[config.mk]
export PLATFORM = sky130hd
export DESIGN_NAME = fdlm_dpath
export DESIGN_NICKNAME = d
export VERILOG_FILES = /design/src/hw/rtl/fdlm_pkg.sv /design/src/hw/rtl/fdlm_dpath.sv
export SDC_FILE = /design/constraint.sdc
export NUM_CORES = 2
export LEC_CHECK = 0
export BUFFER_PORTS_ARGS = -buffer_cell sky130_fd_sc_hd__buf_2
export CORE_AREA = 5 5 364 366
export DETAILED_ROUTE_END_ITERATION = 8
export DIE_AREA = 0 0 369 371
export PLACE_DENSITY_LB_ADDON = 0.2
export SLEW_MARGIN = 20
export SYNTH_ARGS = -nofsm -noshare
export SYNTH_HDL_FRONTEND = slang
export SYNTH_SLANG_ARGS = --single-unit
[constraint.sdc]
create_clock -name clk -period 11.29 [get_ports clk]
set_input_delay 2.258 -clock clk [delete_from_list [all_inputs] [get_ports clk]]
set_output_delay 2.258 -clock clk [all_outputs]
set_load 0.005 [all_outputs]
[src/hw/rtl/fdlm_pkg.sv]
// Shared types, widths and constants for the feedback delay line mix unit.
// No dependencies; every other file in hw/rtl refers to this package.

package fdlm_pkg;

  localparam int MAX_LEN    = 16384;
  localparam int ADDR_W     = $clog2(MAX_LEN);
  localparam int LEN_W      = ADDR_W + 1;
  localparam int MOD_CNT_W  = (ADDR_W > 1) ? $clog2(ADDR_W) : 1;
  localparam int SMP_W      = 24;
  localparam int FB_W       = 16;
  localparam int MIX_W      = 17;
  localparam int CFG_LEN_W  = 15;
  localparam int CFG_IDX_W  = 2;
  localparam int CFG_DATA_W = 17;
  localparam int FBP_W      = FB_W + SMP_W;
  localparam int MIXP_W     = MIX_W + 1 + SMP_W;
  localparam int WIDE_W     = 44;
  localparam int FB_ROUND   = 16384;
  localparam int FB_SHIFT   = 15;
  localparam int MIX_ROUND  = 32768;
  localparam int MIX_SHIFT  = 16;
  localparam int OQ_DEPTH   = 8;
  localparam int OQ_PTR_W   = 3;
  localparam int OQ_CNT_W   = 4;

  localparam logic [MIX_W-1:0] MIX_ONE = 17'h10000;

  localparam logic [CFG_IDX_W-1:0] REG_FEEDBACK = 2'd0;
  localparam logic [CFG_IDX_W-1:0] REG_MIX      = 2'd1;
  localparam logic [CFG_IDX_W-1:0] REG_LENGTH   = 2'd2;

  typedef logic [ADDR_W-1:0] addr_t;
  typedef logic signed [SMP_W-1:0] smp_t;

  typedef struct packed {
    logic  valid;
    addr_t wpos;
    addr_t pos;
    logic  same;
    smp_t  x;
  } issue_t;

  typedef struct packed {
    logic signed [FB_W-1:0] fb;
    logic [MIX_W-1:0]       mix;
  } coef_t;

  typedef struct packed {
    logic  we;
    addr_t addr;
    smp_t  data;
  } ram_wr_t;

  function automatic smp_t sat_smp(input logic signed [WIDE_W-1:0] v);
    smp_t r;
    if ((&v[WIDE_W-1:SMP_W-1]) || (~|v[WIDE_W-1:SMP_W-1])) begin
      r = v[SMP_W-1:0];
    end else if (v[WIDE_W-1]) begin
      r = {1'b1, {(SMP_W-1){1'b0}}};
    end else begin
      r = {1'b0, {(SMP_W-1){1'b1}}};
    end
    return r;
  endfunction

endpackage

[src/hw/rtl/fdlm_dpath.sv]
// Four-stage sample datapath: feedback multiply, store write-back with
// forwarding, dry/wet mix. Depends on fdlm_pkg; the store is fdlm_ram.

module fdlm_dpath (
  input  logic              clk,
  input  logic              rst_n,
  input  fdlm_pkg::issue_t  issue,
  input  fdlm_pkg::coef_t   coef,
  input  fdlm_pkg::smp_t    rd_w,
  input  fdlm_pkg::smp_t    rd_p,
  output fdlm_pkg::ram_wr_t dp_wr,
  output logic              push_valid,
  output fdlm_pkg::smp_t    push_data
);

  logic                                 v1_r, v2_r, v3_r, v4_r;
  fdlm_pkg::addr_t                      wpos1_r, pos1_r, wpos2_r, pos2_r, wpos3_r;
  logic                                 same1_r, same2_r, same3_r;
  fdlm_pkg::smp_t                       x1_r, x2_r, x3_r;
  logic signed [fdlm_pkg::FBP_W-1:0]    prod2_r;
  fdlm_pkg::smp_t                       dly2_r, dly3_r, new3_r;
  logic signed [fdlm_pkg::MIXP_W-1:0]   pa4_r, pb4_r;

  fdlm_pkg::smp_t                       old1, dly1, dly2, new2, wet3;
  logic signed [fdlm_pkg::FBP_W-1:0]    prod1, fbp;
  logic signed [fdlm_pkg::WIDE_W-1:0]   sum2, acc4;
  logic [fdlm_pkg::MIX_W-1:0]           dry_w;
  logic signed [fdlm_pkg::MIXP_W-1:0]   pa3, pb3;

  // stage 1: pick up writes the store read did not see
  always_comb begin
    old1  = (v3_r && (wpos3_r == wpos1_r)) ? new3_r : rd_w;
    dly1  = (v3_r && (wpos3_r == pos1_r)) ? new3_r : rd_p;
    prod1 = fdlm_pkg::FBP_W'(coef.fb) * fdlm_pkg::FBP_W'(old1);
  end

  // stage 2: round, add, saturate, write back
  always_comb begin
    fbp  = (prod2_r + fdlm_pkg::FBP_W'(fdlm_pkg::FB_ROUND)) >>> fdlm_pkg::FB_SHIFT;
    sum2 = fdlm_pkg::WIDE_W'(x2_r) + fdlm_pkg::WIDE_W'(fbp);
    new2 = fdlm_pkg::sat_smp(sum2);
    dly2 = (v3_r && (wpos3_r == pos2_r)) ? new3_r : dly2_r;
    dp_wr.we   = v2_r;
    dp_wr.addr = wpos2_r;
    dp_wr.data = new2;
  end

  // stage 3: mix products; a single-slot line reads back its own write
  always_comb begin
    wet3  = same3_r ? new3_r : dly3_r;
    dry_w = fdlm_pkg::MIX_ONE - coef.mix;
    pa3   = $signed({1'b0, dry_w}) * fdlm_pkg::MIXP_W'(x3_r);
    pb3   = $signed({1'b0, coef.mix}) * fdlm_pkg::MIXP_W'(wet3);
  end

  // stage 4: sum, round, saturate
  always_comb begin
    acc4 = (fdlm_pkg::WIDE_W'(pa4_r) + fdlm_pkg::WIDE_W'(pb4_r)
            + fdlm_pkg::WIDE_W'(fdlm_pkg::MIX_ROUND)) >>> fdlm_pkg::MIX_SHIFT;
    push_valid = v4_r;
    push_data  = fdlm_pkg::sat_smp(acc4);
  end

  always_ff @(posedge clk) begin
    if (!rst_n) begin
      v1_r <= 1'b0;
      v2_r <= 1'b0;
      v3_r <= 1'b0;
      v4_r <= 1'b0;
    end else begin
      v1_r <= issue.valid;
      v2_r <= v1_r;
      v3_r <= v2_r;
      v4_r <= v3_r;
    end
  end

  always_ff @(posedge clk) begin
    wpos1_r <= issue.wpos;
    pos1_r  <= issue.pos;
    same1_r <= issue.same;
    x1_r    <= issue.x;

    wpos2_r <= wpos1_r;
    pos2_r  <= pos1_r;
    same2_r <= same1_r;
    x2_r    <= x1_r;
    prod2_r <= prod1;
    dly2_r  <= dly1;

    wpos3_r <= wpos2_r;
    same3_r <= same2_r;
    x3_r    <= x2_r;
    new3_r  <= new2;
    dly3_r  <= dly2;

    pa4_r   <= pa3;
    pb4_r   <= pb3;
  end

endmodule

==> impl_metrics.prom <==
# TYPE chip_impl_metric gauge
chip_impl_metric{name="cts_made_buffers",unit=""} 39
chip_impl_metric{name="cts_hold_repair.buffers",unit=""} 0
chip_impl_metric{name="max_freq",unit="MHz"} 106
chip_impl_metric{name="synth.distinct_cells",unit=""} 79
chip_impl_metric{name="drc",unit=""} 0
chip_impl_info{name="yosys-top-cells-count",value="sky130_fd_sc_hd__inv_1, sky130_fd_sc_hd__fa_1, sky130_fd_sc_hd__nand2_1"} 1
chip_impl_metric{name="cts_post_setup_buffers_inserted",unit=""} 0
chip_impl_metric{name="antenna_found_initial",unit=""} 18
chip_impl_metric{name="synth_sequential_area_ratio",unit="%"} 12.0
chip_impl_metric{name="clk_latency",unit="ns"} 0.59
chip_impl_metric{name="ff2ff_setup_slack",unit="ns"} 2.52
chip_impl_info{name="cts_tree",value="yes"} 1
chip_impl_metric{name="final.period_utilization",unit="%"} 83.2
chip_impl_metric{name="dr.pass1.iters",unit=""} 5
chip_impl_metric{name="postRouteWirelength",unit="um"} 150000
chip_impl_metric{name="cp_slowest_stage_delay",unit="ns"} 0.58
chip_impl_metric{name="clock_tree.buffer_depth",unit=""} 3
chip_impl_metric{name="postSynthNetCount",unit=""} 7599
chip_impl_metric{name="postLayoutCellArea",unit="um2"} 59000
chip_impl_metric{name="post_route_cells_drive_above_1_share",unit="%"} 7.35
chip_impl_info{name="synth_top_cell_by_area",value="sky130_fd_sc_hd__fa_1"} 1
chip_impl_metric{name="die_area",unit="um2"} 137000
chip_impl_metric{name="max_cap_violations",unit=""} 0
chip_impl_metric{name="routed_via_density",unit=""} 5.05
chip_impl_metric{name="fin_tns_setup",unit="ns"} 0
chip_impl_metric{name="globalRouteTotalUtil",unit="%"} 22.4
chip_impl_metric{name="fill_cells",unit=""} 12500
chip_impl_metric{name="path_clk_slew",unit="ns"} 0.06
chip_impl_metric{name="timing.clock.skew",unit="ns"} 0.0187
chip_impl_metric{name="synth-seq-cells",unit=""} 331
chip_impl_metric{name="die-height",unit="um"} 371
chip_impl_info{name="hold_path.startpoint",value="x1_r[16]"} 1
chip_impl_metric{name="cts_resized",unit=""} 0
chip_impl_metric{name="netlist_area",unit="um2"} 55000
chip_impl_metric{name="cp.required",unit="ns"} 11.80
chip_impl_info{name="grt_setup_unrepaired",value="no"} 1
chip_impl_metric{name="post-synth-top-area-fraction",unit="%"} 42.8
chip_impl_metric{name="cp_max_fo",unit=""} 27
chip_impl_metric{name="gp_routability_congestion",unit=""} 0.899
chip_impl_metric{name="multi_input_comb_area",unit="um2"} 42400
chip_impl_metric{name="initial_core_util",unit="%"} 42.7
chip_impl_metric{name="timing.final.setup_violations",unit=""} 0
chip_impl_metric{name="layout.cells.non_filler",unit=""} 7656
chip_impl_info{name="post-synth-top-count-cell",value="sky130_fd_sc_hd__inv_1"} 1
chip_impl_metric{name="fin_crit_period",unit="ns"} 9.39
chip_impl_info{name="synth_area_leaders",value="sky130_fd_sc_hd__fa_1, sky130_fd_sc_hd__dfxtp_1, sky130_fd_sc_hd__inv_1, sky130_fd_sc_hd__ha_1, sky130_fd_sc_hd__nand2_1"} 1
chip_impl_metric{name="core-area",unit="um2"} 129000
chip_impl_metric{name="yosysWarnings",unit=""} 0
chip_impl_metric{name="grt_max_degree",unit=""} 48
chip_impl_metric{name="dp_hpwl",unit="um"} 123000
chip_impl_info{name="rr_startpoint",value="wpos3_r[0]"} 1
chip_impl_metric{name="top_level_ports",unit=""} 201
chip_impl_metric{name="cts-htree-levels",unit=""} 2
chip_impl_metric{name="postSynthAreaPerCell",unit="um2"} 9.36
chip_impl_metric{name="ff_latch_area",unit="um2"} 6630
chip_impl_info{name="startpoint",value="coef[1]"} 1
chip_impl_info{name="cp-start-kind",value="input port"} 1
chip_impl_metric{name="grt_overflow_total",unit=""} 0
chip_impl_info{name="crit_path_end_kind",value="flop"} 1
chip_impl_metric{name="grt_pass1_wl",unit="um"} 239000
chip_impl_metric{name="wl_per_cell",unit="um"} 19.6
chip_impl_metric{name="first_global_vias",unit=""} 41900
chip_impl_info{name="outcome",value="completed"} 1
chip_impl_metric{name="design.final.nets",unit=""} 7669
chip_impl_metric{name="max-slew-margin-rel",unit="%"} 27.2
chip_impl_metric{name="ys_async_sr_fraction",unit="%"} 0
chip_impl_metric{name="portBuffers",unit=""} 200
chip_impl_metric{name="synthToLayoutAreaGrowth",unit="%"} 7.22
chip_impl_metric{name="dpl_cell_area",unit="um2"} 57700
chip_impl_info{name="crit_path_top_delay_cell",value="sky130_fd_sc_hd__buf_2"} 1
chip_impl_metric{name="antenna_violating_nets_post_route",unit=""} 0
chip_impl_metric{name="report.final.hold_viol_count",unit=""} 0
chip_impl_info{name="dominantRegCellSynth",value="sky130_fd_sc_hd__dfxtp_1"} 1
chip_impl_metric{name="fin_util",unit="%"} 45.8
chip_impl_metric{name="die-width",unit="um"} 369
chip_impl_metric{name="timing_worst_slew_pin_value",unit="ns"} 1.09
chip_impl_info{name="timing.setup.critical_path_class",value="in2reg"} 1
chip_impl_info{name="cts_root_buf",value="sky130_fd_sc_hd__clkbuf_16"} 1
chip_impl_metric{name="cp_data_arrival_time",unit="ns"} 9.91
chip_impl_metric{name="r2r.worst_path.cells",unit=""} 27
chip_impl_info{name="cell_mode_on_critical_path",value="sky130_fd_sc_hd__fa_1"} 1
chip_impl_info{name="timing.critical_path.to",value="pa4_r[40]"} 1
chip_impl_metric{name="synth_edf_count",unit=""} 0
chip_impl_metric{name="floorplan.rows",unit=""} 132
chip_impl_info{name="holdCritPathClass",value="reg2reg"} 1
chip_impl_info{name="rr_endpoint",value="prod2_r[39]"} 1
chip_impl_metric{name="clock-sinks",unit=""} 331
chip_impl_metric{name="post_synth_inst_count",unit=""} 5878
chip_impl_metric{name="first_iter_violations",unit=""} 2219
chip_impl_metric{name="slew_viol_final",unit=""} 0
chip_impl_metric{name="dp_cells",unit=""} 7582
chip_impl_metric{name="vias",unit=""} 38600
-- worst min path at each step --
stage,to,cells after the start
6_report,x2_r[16],0
5_1_grt,x2_r[2],0
4_1_cts,x2_r[16],0
3_5_place_dp,x2_r[4],0
3_3_place_gp,x2_r[6],0
2_1_floorplan,same2_r,0
-- cell type report --
cell class	instances	share of cell area (%)
Clock inverter	18	0.367
Timing Repair Buffer	240	2.21
Tap cell	1675	3.55
Inverter	1386	8.82
Antenna cell	8	0.0339
Clock buffer	48	1.81
Sequential cell	331	11.2
Multi-Input combinational cell	3950	72.0
-- per-layer routing --
| layer | up-vias | GRT usage, % | wire length, um |
|---|---|---|---|
| li1 | 17600 | - | - |
| met1 | 19800 | 31.2 | 66200 |
| met2 | 1126 | 37.3 | 70500 |
| met3 | 143 | 3.66 | 11000 |
| met4 | 0 | 4.12 | 2430 |
| met5 | - | 0 | 0 |
-- registers in the layout, summed over array words and instances, names as in the netlist --
name and count:
same3_r 1, dly2_r 24, x1_r 24, dly3_r 24, pos1_r 14, x2_r 24
x3_r 24, push_valid 1, same2_r 1, v2_r 1, wpos3_r 14, same1_r 1
v3_r 1, pb4_r 42, pa4_r 42, v1_r 1, pos2_r 14, wpos1_r 14
wpos2_r 14, prod2_r 26, new3_r 24
-- metrics by stage --
stage	worst slack [ns]	hold WS [ns]
final	1.90	0.322
after global placement	1.52	0.313
after global routing	1.58	0.327
after floorplan	2.00	0.310
after detailed placement	1.36	0.312
after CTS	1.96	0.322
-- worst max-delay path, delay by kind of cell --
kind	cells	cell delay (ns)
xor+xnor	1	0.44
fa+ha+maj	8	3.60
compound gates	8	1.74
simple gates	5	0.92
buf+inv	5	0.91
-- cell families after synthesis --
logic type | count (synthesis) | share of synthesized area [%]
flip-flops | 331 | 12.0
multiplexers | 99 | 2.02
adder cells (fa/ha/maj) | 1584 | 52.1
buffers and inverters | 1597 | 10.9
AO/OA/AOI/OAI | 434 | 5.28
AND/OR/NAND/NOR | 1606 | 14.0
XOR/XNOR | 227 | 3.61
-- cells in the final DEF (no fill, tap or decap), types with 13 or more instances in the layout --
cell,instances
sky130_fd_sc_hd__xnor2_1,165
sky130_fd_sc_hd__nand2b_1,24
sky130_fd_sc_hd__inv_1,1386
sky130_fd_sc_hd__nand2_1,790
sky130_fd_sc_hd__buf_2,200
sky130_fd_sc_hd__clkbuf_16,39
sky130_fd_sc_hd__xor2_1,51
sky130_fd_sc_hd__nor2_1,129
sky130_fd_sc_hd__a21o_1,102
sky130_fd_sc_hd__o21ai_0,80
sky130_fd_sc_hd__and2_1,423
sky130_fd_sc_hd__mux2_2,95
sky130_fd_sc_hd__nand4_1,26
sky130_fd_sc_hd__dfxtp_1,331
sky130_fd_sc_hd__nor3_1,32
sky130_fd_sc_hd__nand3_1,51
sky130_fd_sc_hd__fa_1,1176
sky130_fd_sc_hd__o21bai_1,13
sky130_fd_sc_hd__a21oi_1,111
sky130_fd_sc_hd__nor2b_1,58
sky130_fd_sc_hd__buf_4,40
sky130_fd_sc_hd__ha_1,408
sky130_fd_sc_hd__and3_1,23
sky130_fd_sc_hd__o21a_1,21
Power is left out: the tool's default activity adds up to more than one toggle a clock period on the data nets, which glitch-free logic cannot reach.
