### config.mk
export PLATFORM = sky130hd
export DESIGN_NAME = fdlm_outq
export DESIGN_NICKNAME = d
export VERILOG_FILES = /design/src/hw/rtl/fdlm_pkg.sv /design/src/hw/rtl/fdlm_outq.sv
export SDC_FILE = /design/constraint.sdc
export NUM_CORES = 1
export LEC_CHECK = 0
export ABC_AREA = 1
export BUFFER_PORTS_ARGS = -buffer_cell sky130_fd_sc_hd__buf_4
export CORE_MARGIN = 4
export CORE_UTILIZATION = 55
export DETAILED_ROUTE_END_ITERATION = 8
export PLACE_DENSITY = 0.72
export SLEW_MARGIN = 20
export SYNTH_ARGS = -nofsm -noshare
export SYNTH_HDL_FRONTEND = slang
export SYNTH_SLANG_ARGS = --single-unit
export TNS_END_PERCENT = 50
### constraint.sdc
create_clock -name clk -period 1.8 [get_ports clk]
set_input_delay 0.36 -clock clk [delete_from_list [all_inputs] [get_ports clk]]
set_output_delay 0.36 -clock clk [all_outputs]
set_load 0.02 [all_outputs]
### src/hw/rtl/fdlm_pkg.sv
// Shared types, widths and constants for the feedback delay line mix unit.
// No dependencies; every other file in hw/rtl refers to this package.

package fdlm_pkg;

  localparam int MAX_LEN    = 16384;
  localparam int ADDR_W     = $clog2(MAX_LEN);
  localparam int LEN_W      = ADDR_W + 1;
  localparam int MOD_CNT_W  = (ADDR_W > 1) ? $clog2(ADDR_W) : 1;
  localparam int SMP_W      = 24;
  localparam int FB_W       = 16;
  localparam int MIX_W      = 17;
  localparam int CFG_LEN_W  = 15;
  localparam int CFG_IDX_W  = 2;
  localparam int CFG_DATA_W = 17;
  localparam int FBP_W      = FB_W + SMP_W;
  localparam int MIXP_W     = MIX_W + 1 + SMP_W;
  localparam int WIDE_W     = 44;
  localparam int FB_ROUND   = 16384;
  localparam int FB_SHIFT   = 15;
  localparam int MIX_ROUND  = 32768;
  localparam int MIX_SHIFT  = 16;
  localparam int OQ_DEPTH   = 8;
  localparam int OQ_PTR_W   = 3;
  localparam int OQ_CNT_W   = 4;

  localparam logic [MIX_W-1:0] MIX_ONE = 17'h10000;

  localparam logic [CFG_IDX_W-1:0] REG_FEEDBACK = 2'd0;
  localparam logic [CFG_IDX_W-1:0] REG_MIX      = 2'd1;
  localparam logic [CFG_IDX_W-1:0] REG_LENGTH   = 2'd2;

  typedef logic [ADDR_W-1:0] addr_t;
  typedef logic signed [SMP_W-1:0] smp_t;

  typedef struct packed {
    logic  valid;
    addr_t wpos;
    addr_t pos;
    logic  same;
    smp_t  x;
  } issue_t;

  typedef struct packed {
    logic signed [FB_W-1:0] fb;
    logic [MIX_W-1:0]       mix;
  } coef_t;

  typedef struct packed {
    logic  we;
    addr_t addr;
    smp_t  data;
  } ram_wr_t;

  function automatic smp_t sat_smp(input logic signed [WIDE_W-1:0] v);
    smp_t r;
    if ((&v[WIDE_W-1:SMP_W-1]) || (~|v[WIDE_W-1:SMP_W-1])) begin
      r = v[SMP_W-1:0];
    end else if (v[WIDE_W-1]) begin
      r = {1'b1, {(SMP_W-1){1'b0}}};
    end else begin
      r = {1'b0, {(SMP_W-1){1'b1}}};
    end
    return r;
  endfunction

endpackage

### src/hw/rtl/fdlm_outq.sv
// Output queue with credit count: holds finished items while the receiver
// stalls and limits accepted items to its depth. Depends on fdlm_pkg.

module fdlm_outq (
  input  logic                      clk,
  input  logic                      rst_n,
  input  logic                      push_valid,
  input  fdlm_pkg::smp_t            push_data,
  input  logic                      in_accept,
  output logic                      out_tvalid,
  input  logic                      out_tready,
  output logic [fdlm_pkg::SMP_W-1:0] out_tdata,
  output logic                      has_space
);

  fdlm_pkg::smp_t                  q_mem [fdlm_pkg::OQ_DEPTH];
  logic [fdlm_pkg::OQ_PTR_W-1:0]   wr_ptr_r, wr_ptr_nxt, rd_ptr_r, rd_ptr_nxt;
  logic [fdlm_pkg::OQ_CNT_W-1:0]   cnt_r, cnt_nxt, occ_r, occ_nxt;
  logic                            pop;

  assign out_tvalid = (cnt_r != '0);
  assign out_tdata  = q_mem[rd_ptr_r];
  assign pop        = out_tvalid && out_tready;
  assign has_space  = (occ_r < fdlm_pkg::OQ_CNT_W'(fdlm_pkg::OQ_DEPTH));

  always_comb begin
    wr_ptr_nxt = wr_ptr_r + fdlm_pkg::OQ_PTR_W'(push_valid);
    rd_ptr_nxt = rd_ptr_r + fdlm_pkg::OQ_PTR_W'(pop);
    cnt_nxt    = cnt_r + fdlm_pkg::OQ_CNT_W'(push_valid) - fdlm_pkg::OQ_CNT_W'(pop);
    occ_nxt    = occ_r + fdlm_pkg::OQ_CNT_W'(in_accept) - fdlm_pkg::OQ_CNT_W'(pop);
  end

  always_ff @(posedge clk) begin
    if (push_valid) begin
      q_mem[wr_ptr_r] <= push_data;
    end
  end

  always_ff @(posedge clk) begin
    if (!rst_n) begin
      wr_ptr_r <= '0;
      rd_ptr_r <= '0;
      cnt_r    <= '0;
      occ_r    <= '0;
    end else begin
      wr_ptr_r <= wr_ptr_nxt;
      rd_ptr_r <= rd_ptr_nxt;
      cnt_r    <= cnt_nxt;
      occ_r    <= occ_nxt;
    end
  end

endmodule

==> results of run 1 <==
Yosys cell counts:
cell type,instances
nand3_1,102
fa_1,2
buf_4,4
dfxtp_1,14
buf_1,3
or2_2,2
nor2_1,18
xnor2_1,3
xor2_1,1
o21ai_0,1
buf_2,17
inv_1,216
edfxtp_1,192
clkbuf_1,8
nand2_1,337
ha_1,10
inv_2,1
a21oi_1,3
buf_6,5
layout make-up:
| type | instances | area share (%) |
|---|---|---|
| clock inverters | 8 | 0.824 |
| clock buffers | 28 | 5.23 |
| well taps | 216 | 2.47 |
| inverters | 217 | 7.52 |
| repair buffers | 90 | 8.63 |
| multi-input cells | 479 | 20.0 |
| flip-flops and latches | 206 | 55.3 |
cell usage in the layout (no fill, tap or decap):
cell type | Yosys | final
buf_16 | 0 | 2
edfxtp_1 | 192 | 192
clkinv_1 | 0 | 3
clkbuf_8 | 0 | 2
inv_8 | 0 | 1
nand3_4 | 0 | 1
o21ai_0 | 1 | 1
a21oi_1 | 3 | 3
nand3_1 | 102 | 96
clkbuf_16 | 0 | 21
ha_1 | 10 | 8
nand2_2 | 0 | 16
buf_4 | 4 | 53
fa_1 | 2 | 2
buf_12 | 0 | 11
nor2_1 | 18 | 10
inv_6 | 0 | 1
ha_4 | 0 | 1
dfxtp_2 | 0 | 1
bufinv_16 | 0 | 2
xnor2_1 | 3 | 3
nor2_2 | 0 | 8
ha_2 | 0 | 1
nand2_1 | 337 | 321
dfxtp_1 | 14 | 12
nand3_2 | 0 | 5
buf_6 | 5 | 24
or2_2 | 2 | 2
inv_1 | 216 | 214
clkbuf_1 | 8 | 5
clkinv_2 | 0 | 2
dfxtp_4 | 0 | 1
xor2_1 | 1 | 1
inv_2 | 1 | 2
per-layer routing:
metal  global-route usage, %  up-vias  part of all wire (%)
met4                    5.38        0                   1.9
met2                    36.4      171                    50
li1                        -     3053                     -
met5                       0        -                     0
met1                    27.1     2821                    43
met3                    3.27       30                   5.2
per-stage QoR:
stage / setup TNS (ps) / cell area, sq um / hold WS (ps)
after floorplan: -16150 / 9160 / 459
after global placement: 0 / 9990 / 543
after detailed placement: 0 / 9990 / 555
after CTS: -6230 / 11000 / 74.2
after global routing: -7680 / 10900 / 76.7
final: -5270 / 10900 / 89.4
power breakdown:
part           switching [uW]  internal, uW
logic                    2140          1490
registers                 102          5440
clock network            1690          2510
cell families after synthesis:
group	after synthesis	share of synthesized area, %
adder cells (fa/ha/maj)	12	1.81
buffers and inverters	254	11.2
flip-flops	206	66.1
AND/OR/NAND/NOR	459	20.3
XOR/XNOR	4	0.383
AO/OA/AOI/OAI	4	0.219
what timing repair did:
item | 4_1_cts | 5_1_grt
setup endpoints to repair | 25 | 30
pin swaps | 5 | 1
gates resized for setup | 50 | 11
hold endpoints to repair | 0 | 0
gates cloned | 3 | 0
setup buffers | 5 | 0
registers in the layout, summed over array words and instances, names as in the netlist:
| signal | flops |
|---|---|
| occ_r | 4 |
| wr_ptr_r | 3 |
| cnt_r | 4 |
| rd_ptr_r | 3 |
| q_mem | 192 |
worst register-to-register path, delay by kind of cell (launching register included):
kind,cells,cell delay (ps)
XOR/XNOR,1,170
adder cells (fa/ha/maj),3,710
buffers and inverters,2,100
flip-flops,1,330
AND/OR/NAND/NOR,4,340
final timing paths:
check	startpoint	to	slack [ps]	cells past startpoint
worst max-delay path	rd_ptr_r[0]	out_tdata[20]	-280	8
worst min register to register	wr_ptr_r[2]	wr_ptr_r[2]	560	2
worst max register to register	cnt_r[3]	occ_r[2]	40	10
worst min-delay path	push_data[3]	q_mem[2][3]	90	1
==> metrics.cfg, run 1 <==
[outcome]
status = complete, but fails checks
violations = negative setup slack

[global_route]
antenna_found_initial = 0
grt_max_degree = 50
grt_pass1_vias = 5812
gr-usage-all-layers_pct = 20.8
overflow = 0
grt_first_pass_wirelength_mm = 29.9

[sta]
rsz0062_at_grt = yes
finalCritPeriodShare_pct = 115
timing.final.ws_setup_ps = -275
worst_pin_slew_ps = 288
clock.fmax_mhz = 482
drv_slew = 0
finalSetupViolCount = 24
maxSlewHeadroom_pct = 80.8
skew_ps = 13.7
hold_viol = 0
finalCriticalPeriod_ps = 2080

[floorplan]
fp-row-count = 46
ios = 55
start_util_pct = 56.8
core_sq_um = 16100
die_x_um = 137
die-height_um = 137
die_area_sq_um = 18800

[detailed_routing]
drcViolationCount = 0
post_drt_wl_per_cell_um = 15.2
firstDrtPassIters = 5
drt_wl_total_mm = 18.9
num_vias = 6075
drt_iter0_drc = 414
vias_per_cell = 4.88
ant_nets = 0

[synth]
netlist_area_sq_um = 9150
synth-seq-cells = 206
synth_area_leader_cell = edfxtp_1
yosysTopAreaCellShare_pct = 63.0
synth_top_cells_by_area = edfxtp_1 63%, nand2_1 14%, inv_1 8.9%
syn_nets = 980
syn_area_per_cell_sq_um = 9.74
seq_area_frac_synth_pct = 66.1
yosys_warnings = 0
ys_types = 19
synthCells = 939

[clocking]
clk_pin_slew_ps = 60
clockRootBuffer = clkbuf_16
ctsHoldBuffers = 0
cts_max_path_buffers = 3
htree_levels = 1
cts_tree = built
insertion_delay_ps = 500
cts.sinks = 206
numCtsBuffers = 21

[critical_path]
path_class = flop to output port
crit_buf_inv = 3
endpoint_kind = output port
start_kind = flop
path_cells = inv_8 > buf_12 > nand2_2 > nand3_2 > nand2_1 > nand2_1 > nand2_2 > buf_6
crit_required_ps = 1440
max_stage_delay_ps = 450
crit_fanout = 14
path_delay_family = flip-flops
arrival_ps = 1720
slowest_stage = dfxtp_4

[final_layout]
syn_to_final_growth_pct = 19.5
final_cells = 1244
fill_cells = 1187
seq_area_sq_um = 6050
multi_input_area_sq_um = 2190
layout-drive-gt1-share_pct = 15.3
final_nets = 1056
postLayoutCoreUtil_pct = 67.9
diodes = 0

[placed_design]
portBuffers = 54
place_congestion = 0.796
dp_slack_ps = 19.3
dp_hpwl_mm = 10.5
dp.cells = 1202

[power]
ir_worst_vdd_mv = 0.836
p_total_uw = 13400
powerDensity_nw_per_um2 = 1220
p_leak_uw = 0.00507

[worst_hold_path]
hp-class = input pin to flop

[run]
maxCapViolations = 0

Note: power is estimated with default switching activity, not from simulation.
==> run 2, diff against run 1 <==
--- a/config.mk
+++ b/config.mk
@@ -7,10 +7,10 @@
 export LEC_CHECK = 0
 export ABC_AREA = 1
 export BUFFER_PORTS_ARGS = -buffer_cell sky130_fd_sc_hd__buf_4
-export CORE_MARGIN = 4
+export CORE_MARGIN = 1
 export CORE_UTILIZATION = 55
 export DETAILED_ROUTE_END_ITERATION = 8
-export PLACE_DENSITY = 0.72
+export PLACE_DENSITY_LB_ADDON = 0.05
 export SLEW_MARGIN = 20
 export SYNTH_ARGS = -nofsm -noshare
 export SYNTH_HDL_FRONTEND = slang
==> run 2 against run 1 <==
Effect of this change:
- the run still ends with negative setup slack left
- clock skew decreased by 1.5 ps
- utilization decreased by 0.15 points
- final cell count increased by 0.48%
- die area decreased by 8.6%
- largest cell class unchanged
- non-clock buffer count increased by 2
- first-iteration DRC count decreased by 29%
- flip-flop and latch count unchanged
- largest power group unchanged
- clock power about the same
- combinational power decreased by 4%
- hold slack improved by 6.5 ps
==> metrics.cfg, run 2 (same netlist as run 1, synthesis figures left out) <==
[critical_path]
crit_end = out_tdata[22]
arrival_ps = 1700  ; -20 ps
cp-startpoint = rd_ptr_r[0]
start_kind = flop
endpoint_kind = output port
path_class = flop to output port
reg2reg_to = cnt_r[1]
crit_required_ps = 1440  ; about the same
reg2regPathDepth = 9  ; -1
crit_fanout = 16  ; +2
reg2reg_slack_ps = 80  ; +40 ps
r2r_start = cnt_r[3]

[detailed_routing]
firstDrtPassIters = 4  ; -1
drcViolationCount = 0  ; unchanged
post_drt_wl_per_cell_um = 15.4  ; +1.5%
ant_nets = 0  ; unchanged
vias_per_cell = 4.88  ; -0.14%
drt_wl_total_mm = 19.3  ; +2.0%
num_vias = 6096  ; +0.35%
drt_iter0_drc = 292  ; -29%

[sta]
drv_slew = 0  ; unchanged
rsz0062_at_grt = yes
worst_pin_slew_ps = 315  ; +27.6 ps
finalCriticalPeriod_ps = 2060  ; -14.8 ps
maxSlewHeadroom_pct = 79.0  ; -1.8 points
fin_setup_tns_ps = -5610  ; -338 ps
clock.fmax_mhz = 485  ; +0.72%
skew_ps = 12.2  ; -1.54 ps
finalSetupViolCount = 24  ; unchanged
timing.final.ws_setup_ps = -260  ; +14.8 ps
hold_viol = 0  ; unchanged
finalCritPeriodShare_pct = 114  ; -0.82 points

[final_layout]
postLayoutCoreUtil_pct = 67.7  ; -0.15 points
final_common_cell = nand2_1
largest_register_ffs = 192  ; unchanged
multi_input_area_sq_um = 2140  ; -2.3%
largest-register = q_mem
layout-drive-gt1-share_pct = 14.1  ; -1.2 points
fill_cells = 1232  ; +3.8%
diodes = 0  ; unchanged
largest_registers = q_mem x192, cnt_r x4, occ_r x4
syn_to_final_growth_pct = 18.8
final_cells = 1250  ; +0.48%
final_nets = 1059  ; +0.28%
layout_common_cells = 335 x nand2_1, 212 x inv_1, 192 x edfxtp_1, 100 x nand3_1, 72 x buf_4
seq_area_sq_um = 6050  ; unchanged

[floorplan]
ios = 55  ; unchanged
core_sq_um = 16100  ; -0.36%
die-height_um = 131  ; -4.4%
start_util_pct = 57.0  ; +0.20 points
die_x_um = 131  ; -4.4%
fp-row-count = 46  ; unchanged
die_area_sq_um = 17200  ; -8.6%

[power]
power_frac_comb_pct = 26.4  ; -0.8 points
ir_worst_vdd_mv = 1.06  ; +26%
p_int_uw = 9330  ; -1.2%
p_clk_share_pct = 31.7  ; +0.3 points
p_total_uw = 13200  ; -0.97%
p_leak_uw = 0.00507  ; about the same
switching_power_uw = 3910  ; -0.31%
pwr-share-seq_pct = 41.9  ; +0.4 points
switching_share_pct = 29.6  ; +0.20 points
powerDensity_nw_per_um2 = 1220  ; -0.39%

[clocking]
cts_max_path_buffers = 3  ; unchanged
numCtsBuffers = 22  ; +4.8%
insertion_delay_ps = 500  ; about the same
clockRootBuffer = clkbuf_16
clk_pin_slew_ps = 60  ; about the same
cts_tree = built
ctsHoldBuffers = 0  ; unchanged
htree_levels = 1  ; unchanged
cts.sinks = 206  ; unchanged

[global_route]
gr-usage-all-layers_pct = 23.0  ; +2.2 points
antenna_found_initial = 0  ; unchanged
overflow = 0  ; unchanged
grt_first_pass_wirelength_mm = 29.3  ; -1.9%
grt_pass1_vias = 5872  ; +1.0%
grt_max_degree = 37  ; -26%

[placed_design]
dp.cells = 1206  ; +0.33%
dp_slack_ps = -22.6  ; -41.9 ps
place_congestion = 0.752  ; -5.5%
dp_hpwl_mm = 11.0  ; +4.3%
portBuffers = 54  ; unchanged

[outcome]
status = complete, but fails checks
violations = negative setup slack

[worst_hold_path]
hp-class = input pin to flop

[run]
maxCapViolations = 0  ; unchanged

==> run 2: cell count changes in the layout (fill, tap and decap cells not counted), sizes merged <==
cell    before  now
clkbuf      28   30
bufinv       2    1
buf         90   89
clkinv       5   11
==> run 2: power groups by stage <==
stage	Combinational, uW	Sequential, uW	Clock, uW
6_report	3500	5550	4190
5_1_grt	3910	5560	4440
4_1_cts	3380	5530	4260
3_5_place_dp	3230	5620	0
3_3_place_gp	3140	5620	0
2_1_floorplan	2170	5590	0
==> run 2: area by class of cell <==
| type | count | share of cell area [%] |
|---|---|---|
| clock buffers | 27 | 5.43 |
| multi-input cells | 479 | 19.7 |
| clock inverters | 13 | 0.783 |
| repair buffers | 92 | 8.42 |
| inverters | 217 | 7.56 |
| flip-flops and latches | 206 | 55.7 |
| well taps | 216 | 2.49 |
==> run 2: what timing repair did <==
action                                  4_1_cts  5_1_grt
resized for setup                            11       13
buffers inserted                              1        0
gates cloned                                  1        3
endpoints found under the setup margin       26       28
pin swaps                                     1        1
==> run 2: critical path, stage by stage (launching register included) <==
cell	delay (ps)
dfxtp_4	400
inv_8	150
clkbuf_16	200
nand2_1	70
nand3_1	70
nand2_1	50
nand2_1	60
nand2_1	60
buf_4	150
==> run 2: routing by layer <==
layer,up-vias,GRT usage [%],share of wire [%]
met5,-,0,0
met1,2879,28.5,43
met2,121,41.3,50
met3,33,3.79,4.8
met4,0,7.10,2.2
li1,3063,-,-
==> run 2: worst min path at each step <==
stage	startpoint	to	slack [ps]	depth (start not counted)
CTS	push_data[18]	q_mem[2][18]	80	1
global placement	wr_ptr_r[2]	wr_ptr_r[2]	550	2
floorplan	push_data[0]	q_mem[0][0]	460	0
finish	push_data[14]	q_mem[1][14]	100	1
detailed placement	wr_ptr_r[2]	wr_ptr_r[2]	570	2
global route	push_data[14]	q_mem[1][14]	90	1
==> run 2: per-stage QoR <==
step / hold WS, ps / area (sq um)
after detailed placement: 565 / 10000
after CTS: 78.5 / 10800
final: 95.8 / 10900
after floorplan: 459 / 9160
after global routing: 86.6 / 10900
after global placement: 553 / 10000
==> run 3, diff against run 2 <==
--- a/config.mk
+++ b/config.mk
@@ -10,6 +10,7 @@
 export CORE_MARGIN = 1
 export CORE_UTILIZATION = 55
 export DETAILED_ROUTE_END_ITERATION = 8
+export MAX_ROUTING_LAYER = met4
 export PLACE_DENSITY_LB_ADDON = 0.05
 export SLEW_MARGIN = 20
 export SYNTH_ARGS = -nofsm -noshare
==> run 3 against run 2 <==
Effect of this change:
- the run still ends with negative setup slack left
- combinational power hardly changed
- cell area stayed put
- global-route usage is 0.75 points higher
- first-iteration DRC count is 5.1% higher
- non-clock buffer count stayed put
- flip-flop and latch count stayed put
- count of clock-buffer cells in the layout stayed put
- sequential share of layout area stayed put
- utilization stayed put
- clock skew is 0.67 ps lower
- setup slack worse by 5.1 ps
- largest cell class unchanged
- largest power group unchanged
==> metrics.cfg, run 3 (same netlist as run 1, synthesis figures left out) <==
[outcome]
status = complete, but fails checks
violations = negative setup slack

[final_layout]
largest_registers = q_mem x192, cnt_r x4, occ_r x4
multi_input_area_sq_um = 2140  ; unchanged
layout_common_cells = 335 x nand2_1, 212 x inv_1, 192 x edfxtp_1, 100 x nand3_1, 72 x buf_4
final_nets = 1059  ; unchanged
seq_area_sq_um = 6050  ; unchanged
postLayoutCoreUtil_pct = 67.7  ; unchanged
fill_cells = 1232  ; unchanged
largest_register_ffs = 192  ; unchanged
layout-drive-gt1-share_pct = 14.1  ; unchanged
final_common_cell = nand2_1
diodes = 0  ; unchanged
largest-register = q_mem
syn_to_final_growth_pct = 18.8  ; unchanged

[detailed_routing]
drt_wl_total_mm = 19.3  ; about the same
ant_nets = 0  ; unchanged
drt_iter0_drc = 307  ; +5.1%
post_drt_wl_per_cell_um = 15.4  ; about the same
drcViolationCount = 0  ; unchanged
num_vias = 6048  ; -0.79%
drt-met1-wl_mm = 8.15  ; -1.3%
met2_wirelength_mm = 9.56  ; -1.2%
firstDrtPassIters = 4  ; unchanged
vias_per_cell = 4.84  ; -0.79%
wl_met3_mm = 1.10  ; +19%
route.top_layer_used = met4

[critical_path]
cpMostUsedCell = nand2_1
crit_required_ps = 1440  ; about the same
path_class = flop to output port
start_kind = flop
max_stage_delay_ps = 400  ; about the same
crit_fanout = 16  ; unchanged
path_cells = inv_8 > clkbuf_16 > nand2_1 > nand3_1 > nand2_1 > nand2_1 > nand2_1 > buf_4
arrival_ps = 1710  ; about the same
endpoint_kind = output port
slowest_stage = dfxtp_4

[sta]
skew_ps = 11.5  ; -0.667 ps
hold_viol = 0  ; unchanged
drv_slew = 0  ; unchanged
rsz0062_at_grt = yes
worst_pin_slew_ps = 306  ; -9.23 ps
finalCritPeriodShare_pct = 115  ; +0.28 points
finalCriticalPeriod_ps = 2070  ; +5.09 ps
clock.fmax_mhz = 484  ; -0.25%
timing.final.ws_setup_ps = -266  ; -5.09 ps
finalSetupViolCount = 24  ; unchanged
hold_ws_ps = 94.6  ; -1.19 ps
maxSlewHeadroom_pct = 79.6  ; +0.62 points

[run]
maxCapViolations = 0  ; unchanged

[placed_design]
portBuffers = 54  ; unchanged
dp_hpwl_mm = 11.0  ; unchanged
place_congestion = 0.762  ; +1.3%

[floorplan]
core_sq_um = 16100  ; unchanged
fp-row-count = 46  ; unchanged
start_util_pct = 57.0  ; unchanged
die-height_um = 131  ; unchanged
die_x_um = 131  ; unchanged
ios = 55  ; unchanged
die_area_sq_um = 17200  ; unchanged

[clocking]
cts.sinks = 206  ; unchanged
cts_max_path_buffers = 3  ; unchanged
clockRootBuffer = clkbuf_16
numCtsBuffers = 22  ; unchanged
insertion_delay_ps = 490  ; about the same
cts_tree = built
clk_pin_slew_ps = 60  ; about the same
htree_levels = 1  ; unchanged

[power]
pwr-share-seq_pct = 41.9  ; about the same
ir_worst_vdd_mv = 1.05  ; -0.43%
switching_share_pct = 29.5  ; -0.031 points
powerDensity_nw_per_um2 = 1220  ; about the same
switching_power_uw = 3910  ; -0.15%
p_int_uw = 9330  ; about the same
p_leak_uw = 0.00507  ; unchanged
p_clk_share_pct = 31.6  ; about the same
power_frac_comb_pct = 26.5  ; about the same

[worst_hold_path]
hp-class = input pin to flop

[global_route]
overflow = 0  ; unchanged
grt_pass1_vias = 5875  ; +0.051%
grt_max_degree = 37  ; unchanged
grt_first_pass_wirelength_mm = 29.3  ; about the same
gr-usage-all-layers_pct = 23.7  ; +0.75 points
antenna_found_initial = 0  ; unchanged

## run 3: cell counts in the layout (fill, tap and decap cells not counted)
Identical to the previous run, type by type.
## run 3: power by group through the flow
stage / logic [uW] / clock network (uW) / registers [uW]
after global routing: 3910 / 4440 / 5560
final: 3500 / 4190 / 5550
after floorplan: 2170 / 0 / 5590
after global placement: 3140 / 0 / 5620
after CTS: 3380 / 4260 / 5530
after detailed placement: 3230 / 0 / 5620
## run 3: critical path, delay by kind of cell (launching register included)
family	cells	cell delay, ps
buffers and inverters	3	500
flip-flops	1	400
AND/OR/NAND/NOR	5	300
## run 3: final timing paths
| kind | cells past startpoint | slack (ps) | to | start |
|---|---|---|---|---|
| setup / recovery | 8 | -270 | out_tdata[22] | rd_ptr_r[0] |
| setup reg to reg | 9 | 90 | cnt_r[1] | cnt_r[3] |
| hold reg to reg | 2 | 580 | wr_ptr_r[2] | wr_ptr_r[2] |
| hold / removal | 1 | 90 | q_mem[2][18] | push_data[18] |
## run 3: metrics by stage
stage / setup WS [ps] / TNS (ps) / std cells / total power (uW) / instance area (sq um)
CTS: -289 / -5890 / 1248 / 13200 / 10800
global route: -355 / -7740 / 1250 / 13900 / 10900
global placement: 72.3 / 0 / 1206 / 8750 / 10000
detailed placement: -22.6 / -32.0 / 1206 / 8860 / 10000
floorplan: -98.9 / -16150 / 939 / 7770 / 9160
finish: -266 / -5630 / 1250 / 13200 / 10900
## run 3: what timing repair did
| item | CTS | global route |
|---|---|---|
| endpoints found under the hold margin | 0 | 0 |
| pin swaps | 1 | 1 |
| cloned | 1 | 3 |
| setup buffers | 1 | 0 |
| setup endpoints to repair | 26 | 28 |
| hold buffers | 0 | 0 |
| resized for setup | 11 | 13 |
## run 3: routing by layer
metal	vias up	global-route usage, %
met5	-	-
met4	0	7.10
met3	39	3.79
met2	139	41.3
met1	2807	28.5
li1	3063	-
## run 3: layout make-up
type	count	share of cell area [%]
clock buffers	27	5.43
well taps	216	2.49
clock inverters	13	0.783
flip-flops and latches	206	55.7
repair buffers	92	8.42
inverters	217	7.56
multi-input cells	479	19.7
